--- config.mk ---
export PLATFORM = sky130hd
export DESIGN_NAME = hvn_div_stage
export DESIGN_NICKNAME = d
export VERILOG_FILES = /design/src/sv/assert_macros.svh /design/src/sv/hvn_pkg.sv /design/src/sv/hvn_div_stage.sv
export SDC_FILE = /design/constraint.sdc
export NUM_CORES = 1
export LEC_CHECK = 0
export BUFFER_PORTS_ARGS = -buffer_cell sky130_fd_sc_hd__buf_2
export CAP_MARGIN = 20
export CORE_ASPECT_RATIO = 1.25
export CORE_MARGIN = 3
export CORE_UTILIZATION = 48
export DETAILED_ROUTE_END_ITERATION = 8
export GPL_TIMING_DRIVEN = 0
export PLACE_DENSITY = 0.86
export SLEW_MARGIN = 15
export SYNTH_ARGS = -nofsm -noshare
export SYNTH_HDL_FRONTEND = slang
export SYNTH_SLANG_ARGS = --single-unit
--- constraint.sdc ---
create_clock -name clk -period 2.8 [get_ports clk]
set_input_delay 0.14 -clock clk [delete_from_list [all_inputs] [get_ports clk]]
set_output_delay 0.14 -clock clk [all_outputs]
set_load 0.01 [all_outputs]
--- src/sv/assert_macros.svh ---
`ifndef ASSERT_MACROS_SVH
`define ASSERT_MACROS_SVH

// clocked check, off while reset is high
`define HVN_ASSERT(label, prop, msg) \
  label: assert property (@(posedge clk) disable iff (rst) prop) \
    else $error(msg);

// clocked check that also holds across reset
`define HVN_ASSERT_ALWAYS(label, prop, msg) \
  label: assert property (@(posedge clk) prop) else $error(msg);

`endif

--- src/sv/hvn_pkg.sv ---
package hvn_pkg;

  localparam int FRAC_BITS = 14;

  localparam int HGT_W  = 8;
  localparam int DIFF_W = HGT_W + 1;
  localparam int PQ_W   = DIFF_W + 1;
  localparam int LEN_W  = 2 * PQ_W;

  localparam int FACES = 4;
  localparam int COMPS = 3;
  localparam int COMP_X = 0;
  localparam int COMP_Y = 1;
  localparam int COMP_Z = 2;

  localparam int FACE_Z          = 11;
  localparam int FACE_SQRT_SHIFT = 40;
  localparam int FACE_DIV_SHIFT  = 48;

  // square root recurrence: two radicand bits per step
  localparam int SQ_IN_W   = 62;
  localparam int SQ_ROOT_W = SQ_IN_W / 2;
  localparam int SQ_REM_W  = SQ_ROOT_W + 2;
  localparam int SQ_STEPS  = SQ_ROOT_W;

  // restoring division: one quotient bit per step
  localparam int DIV_Q_W   = 29;
  localparam int DIV_DVS_W = 31;
  localparam int DIV_DVD_W = 2 * DIV_Q_W;
  localparam int DIV_STEPS = DIV_Q_W;

  localparam int SUM_W = 32;
  localparam int MAG_W = SUM_W - 1;
  localparam int NX_W  = 16;
  localparam int NZ_W  = 15;

  localparam int LAT = 2 + SQ_STEPS + 1 + DIV_STEPS + 3 + SQ_STEPS + 1 + DIV_STEPS + 1;

  localparam logic [DIV_Q_W-1:0] ONE_Q = DIV_Q_W'(1) << FRAC_BITS;

  typedef struct packed {
    logic [SQ_IN_W-1:0]   rad;
    logic [SQ_REM_W-1:0]  rem;
    logic [SQ_ROOT_W-1:0] root;
  } sq_t;

  typedef struct packed {
    logic                 neg;
    logic [DIV_DVS_W-1:0] dvs;
    logic [DIV_DVS_W-1:0] rem;
    logic [DIV_Q_W-1:0]   low;
    logic [DIV_Q_W-1:0]   quo;
  } div_t;

  function automatic sq_t sq_init(input logic [SQ_IN_W-1:0] rad);
    sq_t r;
    r.rad  = rad;
    r.rem  = '0;
    r.root = '0;
    return r;
  endfunction

  // upper half of the dividend seeds the remainder, it is below the divisor
  function automatic div_t div_init(input logic [DIV_DVD_W-1:0] dvd,
                                    input logic [DIV_DVS_W-1:0] dvs,
                                    input logic neg);
    div_t r;
    r.neg = neg;
    r.dvs = dvs;
    r.rem = DIV_DVS_W'(dvd[DIV_DVD_W-1:DIV_Q_W]);
    r.low = dvd[DIV_Q_W-1:0];
    r.quo = '0;
    return r;
  endfunction

endpackage

--- src/sv/hvn_div_stage.sv ---
module hvn_div_stage import hvn_pkg::*; (
  input  logic clk,
  input  logic ce,
  input  div_t d,
  output div_t q
);

  logic [DIV_DVS_W:0] t;
  logic               take;
  div_t               nx;

  always_comb begin
    t      = {d.rem, d.low[DIV_Q_W-1]};
    take   = (t >= {1'b0, d.dvs});
    nx.neg = d.neg;
    nx.dvs = d.dvs;
    nx.rem = take ? DIV_DVS_W'(t - {1'b0, d.dvs}) : DIV_DVS_W'(t);
    nx.low = {d.low[DIV_Q_W-2:0], 1'b0};
    nx.quo = {d.quo[DIV_Q_W-2:0], take};
  end

  always_ff @(posedge clk) begin
    if (ce) begin
      q <= nx;
    end
  end

endmodule

==> flow_summary.toml, run 1 <==
[critical_path]
cp.arrival_ns = 2.82
crit_type = "in2reg"
required_ns = 2.96
crit_fanout = 10
cp-end-kind = "register"
startpoint_type = "input port"

[clock_network]
htree_levels = 4
clock-sinks = 120
clk_path_buf_depth = 2
clkTransAtPathRegs_ns = 0.06
cts_root_buffer = "clkbuf_16"
cts_tree = "done"
cts_buffers = 17

[status]
status = "finished clean"

[detailed_routing]
wl_per_cell_um = 21.05
dr_wl_met2_um = 10620
drt_iter0_markers = 627
drc_errors = 0
routed-wl-met3_um = 2044
dr.pass1.iters = 6
vias = 5502
viasPerCell = 5.530
finalWirelength_um = 20950
postRouteAntennaNets = 0
wl_met1_um = 7408
top_layer = "met4"

[synth]
yosysWarnings = 0
yosysMostFrequentCell = "edfxtp_1"
synth_cells = 469
seq_area_frac_synth = 0.6260
yosys_most_used_dff = "edfxtp_1"
synth_edf_count = 120
syn_area_per_cell_um2 = 12.27
synth_area_leader_cell = "edfxtp_1"
async_flop_share = 0
synth_area_um2 = 5757
ys_top_cells_by_count = "edfxtp_1, a21oi_1, inv_1, nor2_1, nand2_1"
synthTopCellsByArea = "edfxtp_1, ha_1, a21oi_1"
ys_types = 49
ys_ff_latch = 120
synth_top_cell_area_share = 0.6260
syn_nets = 624

[place]
gp_congestion = 0.8855
place_hpwl_um = 12530
place_ws_ns = -0.2438
numPortBuffers = 241

[finish]
largest_register_ffs = 120
nets = 975
top_regs = "q x120"
largest-register = "q"
area_growth_pct = 52.40
final_layout_size_suffix_gt1_frac = 0.3481

[power_and_ir_drop]
p_per_area_nw_per_um2 = 674.7
leakage_nw = 3.904
ir_drop_v = 0.0003940

[timing]
rsz0062_at_grt = "false"
hold_viol_final = 0
setup_ws_ns = 0.1353
fin_crit_ns = 2.665
hold_slack_ns = 0.01793
setup_violations = 0
tightest_slew_ns = 0.6216
maxSlewViolCount = 0
finalSetupTns_ns = 0
fmax_ghz = 0.3753
post-route-period-util = 0.9517
slew_headroom = 0.5803

[grt]
grt_pass1_wl_um = 31710
antenna_found_initial = 1
grt_max_degree = 95
grt_pass1_vias = 5612
grt_usage = 0.3114
grt_overflow = 0

[run]
drv_cap = 0

[floorplan]
fp-row-count = 44
die_x_um = 104.0
ios = 244
core_um2 = 11670
die_area_um2 = 13350
start_util = 0.4932
fp.dieH_um = 128.4

[worst_hold_path]
hold_path_class = "in2reg"
-- cell usage in the layout (no fill, tap or decap), types with 4 or more instances in the layout --
cell,n
buf_2,245
edfxtp_1,120
dlygate4sd3_1,88
a21oi_1,49
inv_1,41
nor2_1,41
nand2_1,35
ha_1,31
o21ai_0,26
clkbuf_16,17
xor2_1,12
xnor2_1,11
a211oi_1,6
bufinv_16,6
nand4_1,5
clkbuf_1,5
nand3_1,5
a21o_1,5
o21bai_1,5
and2_1,5
nor2b_1,4
o211ai_1,4
nor3_1,4
buf_6,4
nand2b_1,4
-- layout make-up --
| cell class | instances | area (um2) |
|---|---|---|
| flip-flops and latches | 120 | 3603 |
| fillers | 706 | 2898 |
| repair buffers | 332 | 2136 |
| multi-input cells | 294 | 1917 |
| clock buffers | 18 | 429.2 |
| clock inverters | 14 | 242.7 |
| well taps | 161 | 201.4 |
| inverters | 42 | 160.2 |
| plain buffers | 13 | 81.33 |
| diodes | 1 | 2.502 |
-- per-stage QoR --
stage	area, um2	power, W	utilization	std cells
floorplan	5757	0.002795	-	469
global placement	7164	0.003194	0.6139	871
detailed placement	7198	0.003224	0.6167	872
CTS	8751	0.005827	0.7498	992
global route	8773	0.006101	0.7517	995
finish	8773	0.005920	0.7517	995
-- per-layer routing --
layer	global-route usage	vias up
li1	-	2433
met1	0.3429	2583
met2	0.5526	401
met3	0.09784	85
met4	0.1455	0
met5	0	-
-- repair_timing --
| action | CTS | global route |
|---|---|---|
| hold buffers | 88 | 0 |
| setup buffers | 0 | 2 |
| endpoints found under the setup margin | 0 | 31 |
| endpoints found under the hold margin | 88 | 0 |
| resized for setup | 0 | 2 |
-- critical path: stages --
cell and delay [ns]:
dlygate4sd3_1 0.53, buf_2 0.11, inv_1 0.04, ha_1 0.35
a21o_1 0.21, a31o_2 0.25, a211oi_1 0.27, a211oi_2 0.13
nor2_4 0.21, inv_4 0.13, buf_2 0.21, nor2_1 0.15
a21oi_1 0.07
-- cell families (layout without fill, tap and decap cells) --
family / Yosys count / count (layout) / synth area share
compound gates: 121 / 121 / 0.1293
xor+xnor: 23 / 23 / 0.03499
fa+ha+maj: 32 / 32 / 0.07085
buf+inv: 55 / 419 / 0.04195
flops: 120 / 120 / 0.6260
mux: 1 / 1 / 0.002607
other cells: 1 / 2 / 0.0006514
simple gates: 116 / 116 / 0.09367
-- final timing paths --
kind | from | end | cells past startpoint
hold / removal | d[62] | q[63] | 3
setup / recovery | d[112] | q[69] | 13
-- where the power goes --
group          leakage [nW]  switching (W)  internal (W)  total (W)
Sequential             1.17      0.0000595       0.00220    0.00226
Combinational          2.41       0.000633      0.000477    0.00111
Clock                 0.319       0.000876       0.00168    0.00255
Total                  3.90        0.00157       0.00435    0.00592
Power figures use the tool's default switching activity.
==> run 2: changes to the inputs <==
- CORE_UTILIZATION: 48 -> 44
- PLACE_DENSITY: 0.86 -> 0.83
- REMOVE_ABC_BUFFERS: not set -> 1
- clock period: 2.8 -> 2.4 ns (I/O delays scaled with it)
==> run 2 against run 1 <==
Non-clock buffer count fell by 8. Global-route usage decreased by 8.4 points. Critical path depth decreased by 1. First-iteration DRC count down 45%. Clock power fell by 7%. Critical endpoint is now q[76]. Largest power group is now registers.
==> flow_summary.toml, run 2 (synthesized netlist as in run 1, its figures left out) <==
[critical_path]
cp-end-kind = "register"
cp.arrival_ns = 2.47
crit_type = "in2reg"
required_ns = 2.55
crit_fanout = 3
startpoint_type = "input port"
startpoint = "d[57]"

[floorplan]
start_util = 0.4526
ios = 244
fp-row-count = 46
die_x_um = 108.3
fp.dieH_um = 133.9
die_area_um2 = 14500
core_um2 = 12720

[clock_network]
clkTransAtPathRegs_ns = 0.06
cts_buffers = 17
cts_tree = "done"
cts_root_buffer = "clkbuf_16"
clock-sinks = 120
clk_path_buf_depth = 2
htree_levels = 4

[power_and_ir_drop]
ir_drop_v = 0.0004090
p_per_area_nw_per_um2 = 714.7
leakage_nw = 3.852

[timing]
fin_crit_ns = 2.324
maxSlewViolCount = 0
fmax_ghz = 0.4303
setup_ws_ns = 0.07622
hold_slack_ns = 0.01940
finalSetupTns_ns = 0
slew_headroom = 0.6378
rsz0062_at_grt = "true"
post-route-period-util = 0.9682
setup_violations = 0
tightest_slew_ns = 0.5433
hold_viol_final = 0

[grt]
grt_pass1_wl_um = 25390
grt_max_degree = 67
grt_overflow = 0
grt_pass1_vias = 5104
antenna_found_initial = 4
grt_usage = 0.2276

[finish]
final_cell_mix = "buf_2, edfxtp_1, dlygate4sd3_1"
largest-register = "q"
fin_area_um2 = 8763
largest_register_ffs = 120
regArea_um2 = 3603
utilization = 0.6890
area_growth_pct = 52.23
nFillCells = 895
nets = 969
multi_input_area_um2 = 2023
final_layout_size_suffix_gt1_frac = 0.3717
final_common_cell = "buf_2"
top_regs = "q x120"

[detailed_routing]
postRouteAntennaNets = 0
drt_iter0_markers = 345
drc_errors = 0
vias = 5127
dr.pass1.iters = 6
finalWirelength_um = 17500
wl_per_cell_um = 17.55
viasPerCell = 5.142

[place]
placed_area_um2 = 7126
place_hpwl_um = 10860
gp_congestion = 0.8103
numPortBuffers = 241
place_ws_ns = -1.033

[worst_hold_path]
hold_path_class = "in2reg"
hold_start = "d[78]"

[status]
status = "finished clean"

[run]
drv_cap = 0
run 2: changes by cell type in the layout (fill, tap and decap cells not counted), sizes merged:
cell         change
dlygate4sd3      +1
bufinv           -5
buf              -5
clkinv           +7
diode            +2
clkbuf           -5
run 2: power breakdown:
part | total (W) | internal, W | leakage (nW) | switching (W)
Sequential | 0.00261 | 0.00256 | 1.17 | 0.0000528
Clock | 0.00238 | 0.00142 | 0.269 | 0.000961
Combinational | 0.00127 | 0.000568 | 2.41 | 0.000700
Total | 0.00626 | 0.00455 | 3.85 | 0.00171
run 2: path summary, 6_finish.rpt:
kind	to	depth (start not counted)
setup / recovery	q[76]	12
hold / removal	q[79]	3
run 2: layer usage:
metal	routed length [um]	track usage	part of all wire
met5	13	0	0.00074
met4	401	0.09544	0.023
met3	1318	0.05729	0.075
met2	9339	0.4101	0.53
met1	6429	0.2527	0.37
run 2: layout make-up:
cell class | count | area share
flip-flops and latches | 120 | 0.4112
repair buffers | 337 | 0.2487
multi-input cells | 294 | 0.2309
clock buffers | 17 | 0.04854
well taps | 168 | 0.02399
inverters | 42 | 0.01942
clock inverters | 14 | 0.01442
repair inverters | 2 | 0.001999
diodes | 3 | 0.0008567
run 2: worst max-delay path, stage by stage:
cell,delay [ns]
buf_2,0.09
inv_1,0.04
ha_1,0.23
fa_2,0.38
nor2b_2,0.14
o31ai_1,0.11
a21oi_2,0.28
o21ai_0,0.21
and2_1,0.24
o21ai_2,0.23
xor2_1,0.12
mux2_4,0.28
run 2: what timing repair did:
action / CTS / global route
gates resized for setup: 8 / 21
cloned: 0 / 2
pin swaps: 1 / 5
endpoints found under the hold margin: 89 / 0
hold buffers: 89 / 0
buffers inserted: 3 / 3
endpoints found under the setup margin: 32 / 17
run 2: through the flow:
step           total power (W)  std cells
2_1_floorplan         0.003244        456
3_3_place_gp          0.003686        865
3_5_place_dp          0.003709        866
4_1_cts               0.006208        989
5_1_grt               0.006530        997
6_report              0.006263        997
