==> src/sv/assert_macros.svh <==
`ifndef ASSERT_MACROS_SVH
`define ASSERT_MACROS_SVH

// clocked check, off while reset is high
`define HVN_ASSERT(label, prop, msg) \
  label: assert property (@(posedge clk) disable iff (rst) prop) \
    else $error(msg);

// clocked check that also holds across reset
`define HVN_ASSERT_ALWAYS(label, prop, msg) \
  label: assert property (@(posedge clk) prop) else $error(msg);

`endif

==> src/sv/hvn_pkg.sv <==
package hvn_pkg;

  localparam int FRAC_BITS = 14;

  localparam int HGT_W  = 8;
  localparam int DIFF_W = HGT_W + 1;
  localparam int PQ_W   = DIFF_W + 1;
  localparam int LEN_W  = 2 * PQ_W;

  localparam int FACES = 4;
  localparam int COMPS = 3;
  localparam int COMP_X = 0;
  localparam int COMP_Y = 1;
  localparam int COMP_Z = 2;

  localparam int FACE_Z          = 11;
  localparam int FACE_SQRT_SHIFT = 40;
  localparam int FACE_DIV_SHIFT  = 48;

  // square root recurrence: two radicand bits per step
  localparam int SQ_IN_W   = 62;
  localparam int SQ_ROOT_W = SQ_IN_W / 2;
  localparam int SQ_REM_W  = SQ_ROOT_W + 2;
  localparam int SQ_STEPS  = SQ_ROOT_W;

  // restoring division: one quotient bit per step
  localparam int DIV_Q_W   = 29;
  localparam int DIV_DVS_W = 31;
  localparam int DIV_DVD_W = 2 * DIV_Q_W;
  localparam int DIV_STEPS = DIV_Q_W;

  localparam int SUM_W = 32;
  localparam int MAG_W = SUM_W - 1;
  localparam int NX_W  = 16;
  localparam int NZ_W  = 15;

  localparam int LAT = 2 + SQ_STEPS + 1 + DIV_STEPS + 3 + SQ_STEPS + 1 + DIV_STEPS + 1;

  localparam logic [DIV_Q_W-1:0] ONE_Q = DIV_Q_W'(1) << FRAC_BITS;

  typedef struct packed {
    logic [SQ_IN_W-1:0]   rad;
    logic [SQ_REM_W-1:0]  rem;
    logic [SQ_ROOT_W-1:0] root;
  } sq_t;

  typedef struct packed {
    logic                 neg;
    logic [DIV_DVS_W-1:0] dvs;
    logic [DIV_DVS_W-1:0] rem;
    logic [DIV_Q_W-1:0]   low;
    logic [DIV_Q_W-1:0]   quo;
  } div_t;

  function automatic sq_t sq_init(input logic [SQ_IN_W-1:0] rad);
    sq_t r;
    r.rad  = rad;
    r.rem  = '0;
    r.root = '0;
    return r;
  endfunction

  // upper half of the dividend seeds the remainder, it is below the divisor
  function automatic div_t div_init(input logic [DIV_DVD_W-1:0] dvd,
                                    input logic [DIV_DVS_W-1:0] dvs,
                                    input logic neg);
    div_t r;
    r.neg = neg;
    r.dvs = dvs;
    r.rem = DIV_DVS_W'(dvd[DIV_DVD_W-1:DIV_Q_W]);
    r.low = dvd[DIV_Q_W-1:0];
    r.quo = '0;
    return r;
  endfunction

endpackage

==> src/sv/hvn_sqrt_stage.sv <==
module hvn_sqrt_stage import hvn_pkg::*; (
  input  logic clk,
  input  logic ce,
  input  sq_t  d,
  output sq_t  q
);

  logic [SQ_REM_W+1:0] t;
  logic [SQ_REM_W+1:0] trial;
  logic                take;
  sq_t                 nx;

  always_comb begin
    t       = {d.rem, d.rad[SQ_IN_W-1 -: 2]};
    trial   = {2'b00, d.root, 2'b01};
    take    = (t >= trial);
    nx.rad  = {d.rad[SQ_IN_W-3:0], 2'b00};
    nx.rem  = take ? SQ_REM_W'(t - trial) : SQ_REM_W'(t);
    nx.root = {d.root[SQ_ROOT_W-2:0], take};
  end

  always_ff @(posedge clk) begin
    if (ce) begin
      q <= nx;
    end
  end

endmodule

==> config.mk <==
export PLATFORM = sky130hd
export DESIGN_NAME = hvn_sqrt_stage
export DESIGN_NICKNAME = d
export VERILOG_FILES = /design/src/sv/assert_macros.svh /design/src/sv/hvn_pkg.sv /design/src/sv/hvn_sqrt_stage.sv
export SDC_FILE = /design/constraint.sdc
export NUM_CORES = 1
export LEC_CHECK = 0
export ABC_AREA = 1
export BUFFER_PORTS_ARGS = -buffer_cell sky130_fd_sc_hd__buf_2
export CAP_MARGIN = 25
export CORE_MARGIN = 2
export CORE_UTILIZATION = 35
export DETAILED_ROUTE_END_ITERATION = 16
export SLEW_MARGIN = 20
export SYNTH_ARGS = -nofsm -noshare
export SYNTH_HDL_FRONTEND = slang
export SYNTH_SLANG_ARGS = --single-unit
export TNS_END_PERCENT = 5
==> constraint.sdc <==
create_clock -name clk -period 5.7 [get_ports clk]
set_clock_uncertainty 0.15 [all_clocks]
set_input_delay 0.855 -clock clk [delete_from_list [all_inputs] [get_ports clk]]
set_output_delay 0.855 -clock clk [all_outputs]
set_load 0.01 [all_outputs]
==> results of run 1 <==
==> cells in the final DEF (no fill, tap or decap), types with 4 or more instances in the layout <==
master,instances
nor2_2,7
nand3_2,16
a21oi_1,20
clkbuf_16,17
nand3b_1,9
nand2_2,4
buf_2,250
inv_6,6
inv_1,156
inv_2,9
bufinv_16,4
edfxtp_1,124
buf_4,4
xor2_1,13
nand3_1,58
nand2_1,291
ha_1,33
nor2_1,35
nor3_1,9
nand4_1,5
==> power breakdown <==
group	switching [µW]	total, µW	internal [µW]
logic	339	540	201
clock network	438	1180	743
registers	19.9	1130	1110
==> final timing paths <==
kind              slack (ns)   start               end  depth (start not counted)
setup / recovery        2.85   d[16]   q[50]$_DFFE_PP_                         15
hold / removal          0.46  d[108]  q[110]$_DFFE_PP_                          1
==> final cells by class <==
| cell class | count | area share [%] |
|---|---|---|
| Tap cell | 265 | 3.60 |
| Multi-Input combinational cell | 515 | 28.5 |
| Sequential cell | 124 | 40.4 |
| Timing Repair Buffer | 254 | 13.9 |
| Clock buffer | 18 | 4.65 |
| Inverter | 165 | 6.72 |
| Clock inverter | 14 | 2.24 |
==> synth_stat cells, types with 2 or more instances <==
cell type / n / area share [%]
nand2_1: 291 / 15
inv_1: 156 / 8.3
edfxtp_1: 124 / 53
nand3_1: 58 / 4.1
nor2_1: 35 / 1.9
ha_1: 33 / 5.8
a21oi_1: 20 / 1.4
nand3_2: 16 / 2.3
xor2_1: 13 / 1.6
inv_2: 9 / 0.48
nand3b_1: 9 / 0.96
nor3_1: 9 / 0.64
nor2_2: 7 / 0.62
buf_2: 6 / 0.43
nand4_1: 5 / 0.44
nand2_2: 4 / 0.35
and2_1: 3 / 0.27
buf_4: 2 / 0.21
==> kinds of logic after synthesis <==
family | synth area share, %
xor+xnor | 1.74
other cells | 0.0531
flops | 52.7
fa+ha+maj | 5.85
compound gates | 1.70
buf+inv | 10.1
simple gates | 27.9
==> through the flow <==
| step | cells | util (%) |
|---|---|---|
| final | 1355 | 46.9 |
| after global routing | 1355 | 46.9 |
| after CTS | 1355 | 46.9 |
| after detailed placement | 1323 | 43.7 |
| after global placement | 1323 | 43.7 |
| after floorplan | 815 | - |
==> critical path: stages <==
cell,delay [ns]
buf_2,0.09
inv_1,0.04
ha_1,0.34
nand2_1,0.13
inv_2,0.05
nand2_2,0.09
inv_1,0.05
nand2_1,0.05
nand2_1,0.09
inv_2,0.08
nand3_2,0.10
nand2_4,0.37
nand2_8,0.27
nand3_2,0.17
nand2_1,0.07
==> routing by layer <==
metal | track usage [%] | vias up | part of all wire (%)
li1 | - | 3112 | -
met1 | 23.8 | 2666 | 43
met2 | 33.4 | 196 | 48
met3 | 5.50 | 25 | 7.1
met4 | 5.58 | 6 | 1.8
met5 | 0 | - | 0.20
==> reports/qor.json, run 1 <==
{
  "dp_hpwl_mm": 15.9,
  "path_class": "input port to flop",
  "number_of_buffers_inserted_by_hold_repair_at_cts": 0,
  "grt_start_max_net_pins": 66,
  "grt_pass1_wl_mm": 32.3,
  "pre_cts_slack_ns": 2.38,
  "cts_buffer_depth": 2,
  "outcome": "finished, final reports clean",
  "final_layout_size_suffix_gt1_share_pct": 29.8,
  "ys_seq_elements": 124,
  "cts.clk_slew.worst_paths_ns": 0.06,
  "critPathArrivalTime_ns": 2.86,
  "syn-instance-count": 814,
  "timing.slew.headroom_pct": 46.0,
  "leakage_component_of_the_power_uw": 0.00481,
  "cap_viol_max_count": 0,
  "fin_area_mm2": 0.00922,
  "fillers": 1964,
  "postSynthAreaPerCell_um2": 8.67,
  "worst_pin_slew_ns": 0.810,
  "top_register": "q",
  "achievable-frequency_mhz": 351,
  "globalRoute.totalOverflow": 0,
  "route.detailed.wl_per_inst_um": 14.9,
  "number_of_nets_in_the_finished_design": 1238,
  "cts_tree": "built",
  "crit_fanout": 35,
  "clock_tree.htree_level_count": 4,
  "overall_die_area_mm2": 0.0213,
  "max-vdd-ir-drop_uv": 200,
  "postSynth.topFlopCell": "edfxtp_1",
  "cts_made_buffers": 17,
  "finalSetupViolations": 0,
  "period_minus_slack_ns": 2.85,
  "initial_core_util_pct": 35.9,
  "die_y_um": 146,
  "synth.distinct_cells": 32,
  "asyncSetResetFlopFracSynth_pct": 0,
  "drt_first_iter_violations": 315,
  "postLayoutSetupSlackWorst_ns": 2.85,
  "multi_input_comb_area_mm2": 0.00263,
  "cts_root_buffer": "clkbuf_16",
  "timing_max_transition_violations_final": 0,
  "drtPass1Iterations": 5,
  "die_width_um": 146,
  "largest_register_ffs": 124,
  "cts_setup_buffers": 0,
  "track_usage_pct": 19.4,
  "number_of_antenna_violations_at_the_first_check_in_global_routing": 3,
  "cts_resized": 0,
  "place.gp.congestion": 0.893,
  "drt.antenna.violating_nets": 0,
  "sort_of_element_at_the_end_of_the_critical_path": "flop",
  "timing.final.hold_violations": 0,
  "numPortBuffers": 251,
  "vias_per_cell": 4.43,
  "area_taken_by_flip_flops_and_latches_mm2": 0.00372,
  "mappedNetlistArea_mm2": 0.00706,
  "postPlaceCellArea_mm2": 0.00859,
  "fin_tns_setup_ns": 0,
  "drc": 0,
  "worst_ep_required_time_ns": 5.71,
  "power.density_cell_area_mw_per_mm2": 309,
  "power.total_uw": 2850,
  "final_min_period_over_clock_period_pct": 49.9,
  "boundaryPins": 254,
  "routed_wl_mm": 20.2,
  "cts_sinks": 124,
  "synth_warnings": 0,
  "vias_in_the_first_global_route": 6101,
  "critPathLaunchType": "input port",
  "hold_slack_ns": 0.458,
  "floorplan.rows": 51,
  "syn_to_final_growth_pct": 30.6,
  "synth_edf_count": 124,
  "synth-seq-area-share_pct": 52.7,
  "n_antenna_cell": 0,
  "grt_setup_unrepaired": "no",
  "biggestRegsByFlops": "q (124)",
  "min-delay-path-class": "input port to flop",
  "core_mm2": 0.0197,
  "vias": 6005
}
(Power assumes the default switching activity.)
==> inputs of run 2 (changes only) <==
ABC_AREA = 0   (was 1)
clock period = 2.8 ns   (was 5.7 ns; I/O delays follow)
==> run 2 against run 1 <==
Design area is 3.3% higher. Largest cell class unchanged. Synthesized cell count is 37% lower. Count of clock-buffer cells in the layout is 1 lower. Non-clock buffer count is 100 higher. Sequential power is 110% higher. Hold slack worse by 0.43 ns. Wire length is 6.1% lower.
==> reports/qor.json, run 2 <==
{
  "outcome": "finished, final reports clean",
  "numPortBuffers": 251,
  "floorplan.rows": 49,
  "vias_in_the_first_global_route": 5595,
  "initial_core_util_pct": 35.9,
  "clock_tree.htree_level_count": 4,
  "period_minus_slack_ns": 2.61,
  "cp.depth": 12,
  "drtPass1Iterations": 5,
  "power_report.internal_total_uw": 4240,
  "fillers": 1600,
  "worst_pin_slew_ns": 0.509,
  "place.gp.congestion": 0.840,
  "cts_root_buffer": "clkbuf_16",
  "postSynth.topFlopCell": "edfxtp_1",
  "timing.hold.worst.start": "d[89]",
  "synth_largest_area_cell": "edfxtp_1",
  "proportion_of_power_drawn_by_the_clock_network_pct": 37.0,
  "asyncSetResetFlopFracSynth_pct": 0,
  "yosysMostFrequentCell": "edfxtp_1",
  "synth.distinct_cells": 60,
  "cts_sinks": 124,
  "synth-seq-area-share_pct": 57.4,
  "critical_path_buf_inv_count": 4,
  "die_width_um": 140,
  "grt_pass1_wl_mm": 29.2,
  "die_y_um": 140,
  "fin_area_mm2": 0.00953,
  "cts_buffer_depth": 2,
  "achievable-frequency_mhz": 383,
  "grt_start_max_net_pins": 56,
  "boundaryPins": 254,
  "drc": 0,
  "critPathArrivalTime_ns": 2.62,
  "cts_setup_buffers": 0,
  "cts_made_buffers": 17,
  "finalSetupViolations": 0,
  "pre_cts_slack_ns": -0.276,
  "power_switching_uw": 1570,
  "grt_setup_unrepaired": "no",
  "track_usage_pct": 19.2,
  "cts_resized": 0,
  "crit_chain": "buf_2, inv_1, ha_1, buf_4, a21oi_2, o21ai_0, a21oi_1, o2111ai_2, a41oi_4, o21a_4, inv_12, mux2_4",
  "drt_first_iter_violations": 275,
  "number_of_buffers_inserted_by_hold_repair_at_cts": 0,
  "timing.final.hold_violations": 0,
  "synth_largest_type_area_fraction_pct": 57.4,
  "synth_edf_count": 124,
  "cts.clk_slew.worst_paths_ns": 0.06,
  "swShare_pct": 27.0,
  "fin_tns_setup_ns": 0,
  "pwr-share-comb_pct": 22.9,
  "postSynthAreaPerCell_um2": 12.7,
  "area_taken_by_flip_flops_and_latches_mm2": 0.00372,
  "fin_util_pct": 52.7,
  "route.detailed.wl_per_inst_um": 17.0,
  "dominant_cells_by_area_after_synthesis": "edfxtp_1 (57%), ha_1 (6.4%), mux2_4 (4.2%), xnor2_1 (3.0%), inv_1 (2.9%)",
  "mappedNetlistArea_mm2": 0.00649,
  "final_layout_size_suffix_gt1_share_pct": 50.4,
  "multi_input_comb_area_mm2": 0.00266,
  "vias": 5447,
  "number_of_antenna_violations_at_the_first_check_in_global_routing": 0,
  "overall_die_area_mm2": 0.0197,
  "dp_hpwl_mm": 15.1,
  "timing.slew.headroom_pct": 65.2,
  "drt.antenna.violating_nets": 0,
  "ys_seq_elements": 124,
  "top_register": "q",
  "min-delay-path-class": "input port to flop",
  "globalRoute.totalOverflow": 0,
  "routed_wl_mm": 18.9,
  "critPathTopFamily": "compound AO/OA/AOI/OAI gates",
  "worst_ep_required_time_ns": 2.81,
  "biggestRegsByFlops": "q (124)",
  "cts_tree": "built",
  "n_antenna_cell": 0,
  "postLayoutSetupSlackWorst_ns": 0.192,
  "synth_warnings": 0,
  "number_of_nets_in_the_finished_design": 1034,
  "path_class": "input port to flop",
  "cap_viol_max_count": 0,
  "power.total_uw": 5810,
  "core_mm2": 0.0181,
  "max-vdd-ir-drop_uv": 376,
  "p_seq_share_pct": 40.0,
  "final_common_cell": "buf_2",
  "worstHoldEndpoint": "q[91]$_DFFE_PP_",
  "leakage_component_of_the_power_uw": 0.00422,
  "largest_register_ffs": 124,
  "yosys-top-cells-count": "edfxtp_1 (124), inv_1 (50), a21oi_1 (37)",
  "timing_max_transition_violations_final": 0,
  "sort_of_element_at_the_end_of_the_critical_path": "flop",
  "timing.hold.worst_path_depth": 1,
  "slowest_stage": "ha_1",
  "final_min_period_over_clock_period_pct": 93.2,
  "crit_fanout": 26,
  "syn_to_final_growth_pct": 46.8,
  "critical-path-max-stage-delay_ns": 0.34,
  "critPathLaunchType": "input port",
  "syn-instance-count": 513,
  "most-common-layout-cells": "buf_2 (250), edfxtp_1 (124), buf_4 (101)",
  "vias_per_cell": 4.89,
  "power.density_cell_area_mw_per_mm2": 609,
  "postPlaceCellArea_mm2": 0.00895
}
[run 2: cell count changes in the layout (fill, tap and decap cells not counted), sizes merged, moves of 16 or more]
| cell | before | now |
|---|---|---|
| buf | 254 | 354 |
| mux2 | 0 | 24 |
| nand2 | 297 | 30 |
| xnor2 | 1 | 22 |
| inv | 171 | 53 |
| nand3 | 74 | 12 |
| o21ai | 1 | 23 |
| a21oi | 20 | 41 |
| nor2 | 43 | 27 |
[run 2: how the worst max path moves through the flow]
| stage | to | startpoint |
|---|---|---|
| after floorplan | q[40]$_DFFE_PP_ | d[7] |
| after global placement | q[57]$_DFFE_PP_ | d[1] |
| after detailed placement | q[57]$_DFFE_PP_ | d[1] |
| after CTS | q[57]$_DFFE_PP_ | d[1] |
| after global routing | q[38]$_DFFE_PP_ | d[15] |
| final | q[46]$_DFFE_PP_ | d[16] |
[run 2: per-stage QoR]
step           hold slack [ns]  instances
2_1_floorplan            0.369        514
3_3_place_gp             0.447       1083
3_5_place_dp             0.449       1083
4_1_cts                0.00823       1114
5_1_grt                 0.0136       1114
6_report                0.0307       1114
[run 2: layout make-up]
type                            instances  share of cell area (%)
Multi-Input combinational cell        325                    27.9
Tap cell                              229                    3.01
Timing Repair Buffer                  354                    21.7
Inverter                               51                    2.27
Clock inverter                         14                    1.52
Clock buffer                           17                    4.46
Sequential cell                       124                    39.1
[run 2: per-layer routing]
metal  wire (µm)  GRT usage, %  up-vias
met4         287          6.27        0
met3        1370          4.99       24
met1        7720          22.7     2562
met2        9540          34.0      206
li1            -             -     2655
met5           0             0        -
[run 2: power groups by stage]
stage,registers [µW],logic [µW],clock network (µW)
finish,2330,1330,2150
global route,2340,1450,2280
CTS,2330,1340,2200
detailed placement,2370,1330,0
global placement,2360,1310,0
floorplan,2460,616,0
[run 2: logic make-up (layout without fill, tap and decap cells)]
logic type | after synthesis | count (layout) | synth area share [%]
compound gates | 127 | 127 | 13.6
xor+xnor | 24 | 24 | 3.24
fa+ha+maj | 33 | 33 | 6.36
buf+inv | 65 | 436 | 5.15
flops | 124 | 124 | 57.4
mux | 28 | 28 | 5.82
other cells | 1 | 2 | 0.0578
simple gates | 111 | 111 | 8.37
==> inputs of run 3 (changes only) <==
ABC_AREA = 1   (was 0)
==> run 3 against run 2 <==
Combinational power fell by 17%. Sequential share of layout area is 1.2 points higher. Cell count is 22% higher. Global-route usage down 0.058 points. Total power shrank 2.8%. Via count increased by 11%. Critical endpoint is now q[32]$_DFFE_PP_. Largest power group unchanged. Count of clock-buffer cells in the layout increased by 1. Clock power up 3%. Setup slack gained 0.49 ns.
==> reports/qor.json, run 3 (synthesized netlist as in run 1, its figures left out) <==
{
  "initial_core_util_pct": 35.9,
  "final_min_period_over_clock_period_pct": 75.7,
  "period_minus_slack_ns": 2.12,
  "numPortBuffers": 251,
  "final_layout_size_suffix_gt1_share_pct": 30.0,
  "timing.final.hold_violations": 0,
  "grt_start_max_net_pins": 61,
  "cts_buffer_depth": 2,
  "worst_ep_required_time_ns": 2.82,
  "critPathLaunchType": "input port",
  "cap_viol_max_count": 0,
  "globalRoute.totalOverflow": 0,
  "routed_wl_mm": 20.2,
  "place.gp.congestion": 0.904,
  "path_class": "input port to flop",
  "cts_made_buffers": 17,
  "placed_cells_incl_taps": 1327,
  "biggestRegsByFlops": "q (124)",
  "clock_tree.htree_level_count": 4,
  "syn_to_final_growth_pct": 31.0,
  "sort_of_element_at_the_end_of_the_critical_path": "flop",
  "finalSetupViolations": 0,
  "achievable-frequency_mhz": 471,
  "leakage_component_of_the_power_uw": 0.00482,
  "crit_fanout": 35,
  "number_of_antenna_violations_at_the_first_check_in_global_routing": 3,
  "hold_slack_ns": 0.0174,
  "cts_tree": "built",
  "floorplan.rows": 51,
  "track_usage_pct": 19.1,
  "route.detailed.wl_per_inst_um": 14.8,
  "most-common-layout-cells": "nand2_1 (291), buf_2 (250), inv_1 (156)",
  "grt_setup_unrepaired": "no",
  "boundaryPins": 254,
  "vias_in_the_first_global_route": 6098,
  "core_mm2": 0.0197,
  "timing_max_transition_violations_final": 0,
  "critical-path-max-stage-delay_ns": 0.38,
  "cts_setup_buffers": 0,
  "grt_pass1_wl_mm": 31.8,
  "top_register": "q",
  "outcome": "finished, final reports clean",
  "fillers": 2007,
  "stdcell_count": 1361,
  "overall_die_area_mm2": 0.0213,
  "drc": 0,
  "cts_root_buffer": "clkbuf_16",
  "critPathArrivalTime_ns": 2.14,
  "path_common_cell": "nand2_1",
  "die_y_um": 146,
  "drt.antenna.violating_nets": 0,
  "number_of_nets_in_the_finished_design": 1244,
  "die_width_um": 146,
  "power.density_cell_area_mw_per_mm2": 610,
  "drt_first_iter_violations": 248,
  "cts_sinks": 124,
  "drtPass1Iterations": 5,
  "n_antenna_cell": 0,
  "largest_register_ffs": 124,
  "cts.clk_slew.worst_paths_ns": 0.07,
  "crit_chain": "buf_2, inv_1, ha_1, a21oi_1, nand2_1, nand4_1, nand3_2, nand2_4, nand2_8, nand2_1, o21ai_0",
  "timing.hold.worst_path_depth": 1,
  "vias": 6048,
  "slowest_stage": "ha_1",
  "final_common_cell": "nand2_1",
  "min-delay-path-class": "input port to flop",
  "dp_hpwl_mm": 16.0,
  "vias_per_cell": 4.44,
  "fin_tns_setup_ns": 0,
  "max-vdd-ir-drop_uv": 389
}
run 3: cell count changes in the layout (fill, tap and decap cells not counted), moves of 18 or more:
cell	before	now
o21ai_0	20	1
xnor2_1	22	1
inv_1	47	156
nand3_1	12	58
buf_4	101	6
mux2_4	18	0
nand2_1	29	291
run 3: metal layers:
layer / wire length [µm] / track usage [%] / up-vias / share of wire, %
met2: 9630 / 32.5 / 204 / 48
met4: 326 / 5.78 / 6 / 1.6
met3: 1330 / 5.09 / 31 / 6.6
li1: - / - / 3115 / -
met1: 8840 / 23.9 / 2692 / 44
met5: 40 / 0 / - / 0.20
run 3: area by class of cell:
class | instances | area [µm²] | area share, %
Clock buffer | 18 | 429 | 4.64
Timing Repair Buffer | 260 | 1360 | 14.7
Clock inverter | 14 | 160 | 1.73
Sequential cell | 124 | 3720 | 40.3
Inverter | 165 | 619 | 6.70
Tap cell | 265 | 332 | 3.58
Multi-Input combinational cell | 515 | 2630 | 28.4
run 3: timing repair:
item                                    4_1_cts  5_1_grt
resized for setup                             0        0
hold buffers                                  2        0
endpoints found under the setup margin        0        0
endpoints found under the hold margin         2        0
run 3: worst paths after layout:
| check | start | end |
|---|---|---|
| worst min-delay path | d[67] | q[69]$_DFFE_PP_ |
| worst max-delay path | d[0] | q[32]$_DFFE_PP_ |
run 3: where the power goes:
| part | internal (µW) | switching, µW |
|---|---|---|
| registers | 2260 | 43.3 |
| clock network | 1330 | 895 |
| logic | 418 | 690 |
run 3: worst max-delay path: cells and delay by family:
family	cells	cell delay, ns
AOI/OAI and AO/OA	2	0.26
adders and majority gates	1	0.38
buffers and inverters	2	0.13
and+or+nand+nor	6	0.94
run 3: metrics by stage:
step	total power [µW]	worst slack (ns)	util [%]	cell area, µm²
2_1_floorplan	2990	0.632	-	7060
3_3_place_gp	3450	0.255	44.0	8640
3_5_place_dp	3460	0.238	44.0	8640
4_1_cts	5710	0.690	47.1	9250
5_1_grt	5930	0.484	47.1	9250
6_report	5640	0.679	47.1	9250
